## src/sv/sct_pkg.sv

```systemverilog
// shared types, constants and codes of the scoped category table
// no dependencies
package sct_pkg;

	localparam int CHAR_W = 8;
	localparam int CHARS  = 1 << CHAR_W;
	localparam int LVL_W  = 3;
	localparam int LEVELS = 1 << LVL_W;
	localparam int CAT_W  = 4;
	localparam int OP_W   = 3;
	localparam int STAT_W = 2;

	localparam int PADDR_W = 3;
	localparam int PDATA_W = 32;

	localparam logic [LVL_W-1:0] LVL_MAX = LVL_W'(LEVELS - 1);
	localparam logic [CHAR_W-1:0] CHAR_MAX = CHAR_W'(CHARS - 1);

	localparam logic [CAT_W-1:0] DEFAULT_CAT_RESET = CAT_W'(12);

	// register index of default_category
	localparam logic [PADDR_W-3:0] REG_DEFAULT_CAT = '0;

	// operation codes
	localparam logic [OP_W-1:0] OP_GET   = 3'd0;
	localparam logic [OP_W-1:0] OP_SET   = 3'd1;
	localparam logic [OP_W-1:0] OP_PUSH  = 3'd2;
	localparam logic [OP_W-1:0] OP_POP   = 3'd3;
	localparam logic [OP_W-1:0] OP_RESET = 3'd4;

	// status codes
	localparam logic [STAT_W-1:0] ST_DONE    = 2'd0;
	localparam logic [STAT_W-1:0] ST_FULL    = 2'd1;
	localparam logic [STAT_W-1:0] ST_REFUSED = 2'd2;

	typedef struct packed {
		logic [OP_W-1:0]   operation;
		logic [CHAR_W-1:0] first_char;
		logic [CHAR_W-1:0] last_char;
		logic [CAT_W-1:0]  new_category;
		logic              protect_flag;
		logic [LVL_W-1:0]  start_level;
	} sct_in_t;

	typedef struct packed {
		logic [CAT_W-1:0]  category_out;
		logic [STAT_W-1:0] status;
		logic [LVL_W-1:0]  current_level;
	} sct_out_t;

	// one table row: a valid bit and a category per level
	typedef struct packed {
		logic [LEVELS-1:0]            valid;
		logic [LEVELS-1:0][CAT_W-1:0] cat;
	} sct_entry_t;

	typedef struct packed {
		logic              re;
		logic [CHAR_W-1:0] raddr;
		logic              we;
		logic [CHAR_W-1:0] waddr;
		sct_entry_t        wdata;
	} sct_mem_req_t;

endpackage

```

## src/sv/sct_seq.sv

```systemverilog
// sequencer of the scoped category table: level state and read-modify-write row sweeps
// drives the row store request; uses sct_pkg
module sct_seq import sct_pkg::*; (
	input  logic              clk,
	input  logic              arst_n,
	input  logic              in_valid,
	output logic              in_ready,
	input  sct_in_t           in_data,
	input  logic [CAT_W-1:0]  default_cat,
	input  logic              out_free,
	output logic              done,
	output sct_out_t          result,
	output sct_mem_req_t      mem_req,
	input  sct_entry_t        mem_rdata
);

	typedef enum logic [4:0] {
		S_IDLE  = 5'b00001,
		S_GET   = 5'b00010,
		S_SWEEP = 5'b00100,
		S_DRAIN = 5'b01000,
		S_FIN   = 5'b10000
	} state_t;

	state_t            state_q;
	logic [OP_W-1:0]   op_q;
	logic [CAT_W-1:0]  new_cat_q;
	logic [CHAR_W-1:0] cnt_q;
	logic [CHAR_W-1:0] end_q;
	logic [LVL_W-1:0]  level_q;
	logic [LVL_W-1:0]  mark_q;
	logic [STAT_W-1:0] status_q;
	logic [CAT_W-1:0]  cat_out_q;
	logic              rd_s1;
	logic [CHAR_W-1:0] addr_s1;

	sct_entry_t        new_row;
	logic [CAT_W-1:0]  get_cat;
	logic [LVL_W-1:0]  start_sat;

	assign in_ready = (state_q == S_IDLE);
	assign start_sat = (in_data.start_level > LVL_MAX) ? LVL_MAX : in_data.start_level;

	// highest valid level wins
	always_comb begin
		get_cat = default_cat;
		for (int l = 0; l < LEVELS; l++) begin
			if (mem_rdata.valid[l]) begin
				get_cat = mem_rdata.cat[l];
			end
		end
	end

	// row update for the sweeping operations
	always_comb begin
		new_row = mem_rdata;
		case (op_q)
			OP_SET: begin
				if (new_cat_q == default_cat && level_q == '0) begin
					new_row.valid = '0;
				end else begin
					new_row.valid[level_q] = 1'b1;
					new_row.cat[level_q] = new_cat_q;
				end
			end
			OP_POP: begin
				new_row.valid[level_q] = 1'b0;
			end
			OP_RESET: begin
				for (int l = 0; l < LEVELS; l++) begin
					if (LVL_W'(l) > level_q) begin
						new_row.valid[l] = 1'b0;
					end
				end
			end
			default: begin
				new_row = mem_rdata;
			end
		endcase
	end

	always_comb begin
		mem_req.re = 1'b0;
		mem_req.raddr = cnt_q;
		mem_req.we = rd_s1;
		mem_req.waddr = addr_s1;
		mem_req.wdata = new_row;
		if (state_q == S_IDLE && in_valid && in_data.operation == OP_GET) begin
			mem_req.re = 1'b1;
			mem_req.raddr = in_data.first_char;
		end else if (state_q == S_SWEEP) begin
			mem_req.re = 1'b1;
		end
	end

	assign done = (state_q == S_FIN) && out_free;
	assign result.category_out = cat_out_q;
	assign result.status = status_q;
	assign result.current_level = level_q;

	always_ff @(posedge clk or negedge arst_n) begin
		if (!arst_n) begin
			state_q <= S_IDLE;
			level_q <= '0;
			mark_q <= '0;
			rd_s1 <= 1'b0;
		end else begin
			rd_s1 <= (state_q == S_SWEEP);
			case (state_q)
				S_IDLE: begin
					if (in_valid) begin
						case (in_data.operation)
							OP_GET: begin
								state_q <= S_GET;
							end
							OP_SET: begin
								state_q <= (in_data.first_char <= in_data.last_char) ?
									S_SWEEP : S_FIN;
							end
							OP_PUSH: begin
								if (level_q != LVL_MAX) begin
									level_q <= level_q + 1'b1;
									if (in_data.protect_flag) begin
										mark_q <= level_q + 1'b1;
									end
								end
								state_q <= S_FIN;
							end
							OP_POP: begin
								state_q <= (level_q > mark_q) ? S_SWEEP : S_FIN;
							end
							OP_RESET: begin
								level_q <= start_sat;
								mark_q <= start_sat;
								state_q <= S_SWEEP;
							end
							default: begin
								state_q <= S_FIN;
							end
						endcase
					end
				end
				S_GET: begin
					state_q <= S_FIN;
				end
				S_SWEEP: begin
					if (cnt_q == end_q) begin
						state_q <= S_DRAIN;
					end
				end
				S_DRAIN: begin
					if (op_q == OP_POP) begin
						level_q <= level_q - 1'b1;
					end
					state_q <= S_FIN;
				end
				S_FIN: begin
					if (out_free) begin
						state_q <= S_IDLE;
					end
				end
				default: begin
					state_q <= S_IDLE;
				end
			endcase
		end
	end

	// item fields and sweep bounds
	always_ff @(posedge clk) begin
		addr_s1 <= cnt_q;
		if (state_q == S_IDLE && in_valid) begin
			op_q <= in_data.operation;
			new_cat_q <= in_data.new_category;
			cat_out_q <= '0;
			status_q <= ST_DONE;
			if (in_data.operation == OP_SET) begin
				cnt_q <= in_data.first_char;
				end_q <= in_data.last_char;
			end else begin
				cnt_q <= '0;
				end_q <= CHAR_MAX;
			end
			if (in_data.operation == OP_PUSH && level_q == LVL_MAX) begin
				status_q <= ST_FULL;
			end
			if (in_data.operation == OP_POP && level_q <= mark_q) begin
				status_q <= ST_REFUSED;
			end
		end
		if (state_q == S_SWEEP && cnt_q != end_q) begin
			cnt_q <= cnt_q + 1'b1;
		end
		if (state_q == S_GET) begin
			cat_out_q <= get_cat;
		end
	end

endmodule

```

## config.mk

```make
export PLATFORM = sky130hd
export DESIGN_NAME = sct_seq
export DESIGN_NICKNAME = d
export VERILOG_FILES = /design/src/sv/sct_pkg.sv /design/src/sv/sct_seq.sv
export SDC_FILE = /design/constraint.sdc
export NUM_CORES = 1
export LEC_CHECK = 0
export BUFFER_PORTS_ARGS = -buffer_cell sky130_fd_sc_hd__buf_2
export CORE_ASPECT_RATIO = 0.75
export CORE_UTILIZATION = 51
export CTS_BUF_LIST = sky130_fd_sc_hd__clkbuf_8
export DETAILED_ROUTE_END_ITERATION = 12
export PLACE_DENSITY_LB_ADDON = 0.1
export REMOVE_ABC_BUFFERS = 1
export SYNTH_ARGS = -nofsm -noshare
export SYNTH_HDL_FRONTEND = slang
export SYNTH_SLANG_ARGS = --single-unit
```

## constraint.sdc

```tcl
create_clock -name clk -period 3 [get_ports clk]
set_input_delay 0.6 -clock clk [delete_from_list [all_inputs] [get_ports clk]]
set_output_delay 0.6 -clock clk [all_outputs]
set_load 0.05 [all_outputs]
```

==> results.md <==
* Maximum fanout along the worst path at 8
* First DRT Iteration DRCs at 222
* Total CTS buffers at 5
* Post-route clock period utilization at 97.3%
* Placer's final routability congestion estimate at 0.871
* R2R Setup Slk at 0.76 ns
* Worst slew pin tran at 0.785 ns
* Core region area at approximately 0.007 mm^2
* Clock tree from TritonCTS: yes
* Clock input transition at the sequential cells of the worst setup and hold paths at 0.09 ns
* Routed length per instance at 16.4 um
* Number of nets still failing antenna checks after routing at 0
* CTS HTree Levels at 2
* Share of post-route cells with drive strength above 1 at 44.0%
* Worst Slack Setup Final at 0.0824 ns
* Final layout net count at 645
* Placement-stage worst setup slack at 0.108 ns
* # port buffers at 143
* Reg2reg start: state_q[4]
* Die Span X at 102 um
* Critical path endpoint category: primary output
* Total routing usage reported by global routing at 27.0%
* Total Negative Setup Slacks at 0 ns
* Depth of the most critical reg-to-reg path at 4
* Number of warnings issued by yosys at 0
* Total Power at 3.52 mW
* Number of failing hold endpoints at the final stage at 0
* Number of core rows at 26
* VDD IR max at 0.438 mV
* Via count normalized by instance count at 5.60
* Top-Level Pins at 144
* Required arrival time at the worst endpoint at 2.40 ns
* Number of enable flip-flop cells after synthesis at 29
* Remaining max-slew budget at the tightest pin at 47.6%
* Leak pwr at 2.21 nW
* Met3 WL at 676 um
* Max frequency at 343 MHz
* Area of the die at 0.00786 mm^2
* Final routed wirelength across all metal layers at 10.7 mm
* Final-report max-slew violation count at 0
* GR Overflow Total at 0
* Diodes inserted at 0
* HP Class: in -> async
* Vias at between 3k and 4k
* Largest cells by area after synthesis: sky130_fd_sc_hd__edfxtp_1 (23%), sky130_fd_sc_hd__mux2_2 (12%), sky130_fd_sc_hd__dfrtp_1 (7.2%), sky130_fd_sc_hd__ha_1 (5.6%), sky130_fd_sc_hd__nand2_1 (4.2%)
* Max_cap viols at 0
* Area growth from synthesis to layout at 27.4%
* Setup-violating endpoint count in the final report at 0
* RSZ-0062 raised after global routing: true
* Vias in the first global route at 3,381
* Final critical delay including setup and external delays at 2.92 ns
* Power per standard cell area at 721 mW/mm^2
* Run status: finished clean
* Number of buffers on the longest clock path at 2
* Vertical die dimension at roughly 77 um
* DRC violations left at 0
* Worst clock skew at 0.0128 ns
* Number of iterations in the first detailed-routing pass at 4
* Met1 layer wirelength in the final routing at roughly 5.2 mm
* Synthesized instance count at between 300 and 400
* DP HPWL at between 8 and 9 mm
* Synthesized cell area at between 0.003 and 0.004 mm^2
* Capture point of the worst reg-to-reg path: cnt_q[2]
* Launching element type of the critical path: flop
* Yosys reg bits at 49
* Netlist cell types at 67
* Clock Sinks at 49
* Share of the yosys chip area belonging to registers at a little over a third
* Predominant post-synthesis flop cell: sky130_fd_sc_hd__edfxtp_1
* Uppermost layer routed: met4
* Initial core utilization at 54.5%
* Async set or reset register ratio after synthesis at 24.5%
* Wire length of the first global-routing pass at 16.8 mm
* Cell at the root of the clock tree: sky130_fd_sc_hd__clkbuf_8
* Worst Path Arrival at 2.32 ns
* Initial antenna violation count at 0
* Synth area leader: sky130_fd_sc_hd__edfxtp_1
* Area share of the largest cell type after synthesis at 22.8%
* Mean Syn Cell Area at around 9.6 um^2
* Crit path kind: reg -> out
* Met2 WL post-DR at ~4.7 mm
* Skew-Pair Late Insertion Delay at 0.30 ns
* Maximum number of pins on one net before global-route repair at 20
-- cell type report --
cell class | count | area [um^2]
clock buffer | 7 | 96.3
inverter | 24 | 90.1
multi-input combinational | 308 | 2340
fill | 598 | 2150
tap | 98 | 123
clock inverter | 1 | 5.00
timing repair buffer | 165 | 883
sequential | 49 | 1330
-- kinds of logic after synthesis --
group	share of synthesized area, %
mux	15.9
xor+xnor	4.35
simple gates	20.5
compound gates	14.1
buf+inv	4.84
fa+ha+maj	5.56
flops	34.8
-- metrics by stage --
| stage | hold slack, ns | utilization (%) | cell area, um^2 | cells |
|---|---|---|---|---|
| floorplan | 0.304 | - | 3730 | 381 |
| global placement | 0.467 | 67.0 | 4710 | 640 |
| CTS | 0.182 | 68.8 | 4830 | 650 |
| finish | 0.178 | 69.4 | 4870 | 652 |
| global route | 0.184 | 69.4 | 4870 | 652 |
| detailed placement | 0.484 | 67.0 | 4710 | 640 |
-- layer usage --
layer	track usage, %	up-vias
li1	-	1775
met1	41.1	1718
met2	40.6	151
met3	4.74	10
met4	3.43	0
met5	0	-
-- state kept, by name, summed over array words and instances (netlist names) --
signal	flops
rd_s1	1
end_q	8
op_q	3
cnt_q	8
new_cat_q	4
addr_s1	8
mark_q	3
status_q	2
level_q	3
cat_out_q	4
state_q	5
-- critical path: stages (launching register included) --
cell and delay [ns]:
sky130_fd_sc_hd__edfxtp_1 0.42, sky130_fd_sc_hd__nand2b_2 0.26, sky130_fd_sc_hd__nor2_4 0.13, sky130_fd_sc_hd__a21boi_4 0.31
sky130_fd_sc_hd__buf_4 0.18, sky130_fd_sc_hd__nand4_2 0.18, sky130_fd_sc_hd__mux2_2 0.33, sky130_fd_sc_hd__clkbuf_4 0.21
-- cells in the final DEF (no fill, tap or decap), drive strengths merged, types with 4 or more instances in the layout --
master	instances
nand3	13
mux2i	7
nand3b	6
nor3b	4
nand4	4
buf	164
a2111oi	5
dfrtp	11
nor4	4
nand2	43
nor2b	6
nand2b	11
ha	17
dfxtp	8
and3	4
nor2	13
mux2	46
a21oi	25
xnor2	4
xor2	15
inv	24
nor3	11
edfxtp	29
clkbuf	8
o21ai	25
-- cell usage after synthesis, drive strengths merged, types with 2 or more instances --
cell type  number
or2             2
buf            11
nand2          43
nor4            4
a22oi           2
and4b           2
and4            3
dfxtp           8
nor2b           6
o221ai          3
and3            4
nor4b           2
nand2b         11
nand3b          6
o211ai          3
edfxtp         29
a211oi          3
a2111oi         5
nor2           13
nand3          13
nand4           4
a21o            3
xnor2           4
nor3b           4
o31ai           2
inv            24
mux2i           7
clkbuf          7
o21ai          25
xor2           15
ha             17
nor3           11
o22ai           2
or3             2
mux2           46
dfrtp          11
a21oi          25
o21a            2
-- power by group --
part	switching [mW]	internal, mW
logic	1.37	0.658
registers	0.145	0.914
clock network	0.216	0.209
total	1.73	1.78
-- worst max-delay path by stage --
stage | endpoint | depth (start not counted) | from
after floorplan | mem_req[34] | 7 | level_q[0]
after detailed placement | mem_req[25] | 7 | default_cat[1]
after CTS | mem_req[4] | 7 | op_q[0]
final | mem_req[18] | 7 | op_q[2]
after global placement | mem_req[26] | 7 | default_cat[1]
after global routing | mem_req[34] | 7 | op_q[0]
-- timing repair --
item | 4_1_cts | 5_1_grt
setup buffers | 2 | 2
hold endpoints to repair | 0 | 0
setup endpoints to repair | 29 | 33
resized for setup | 2 | 9
gates cloned | 0 | 0
pin swaps | 0 | 0
hold buffers | 0 | 0
Note: power is estimated with default switching activity, not from simulation.
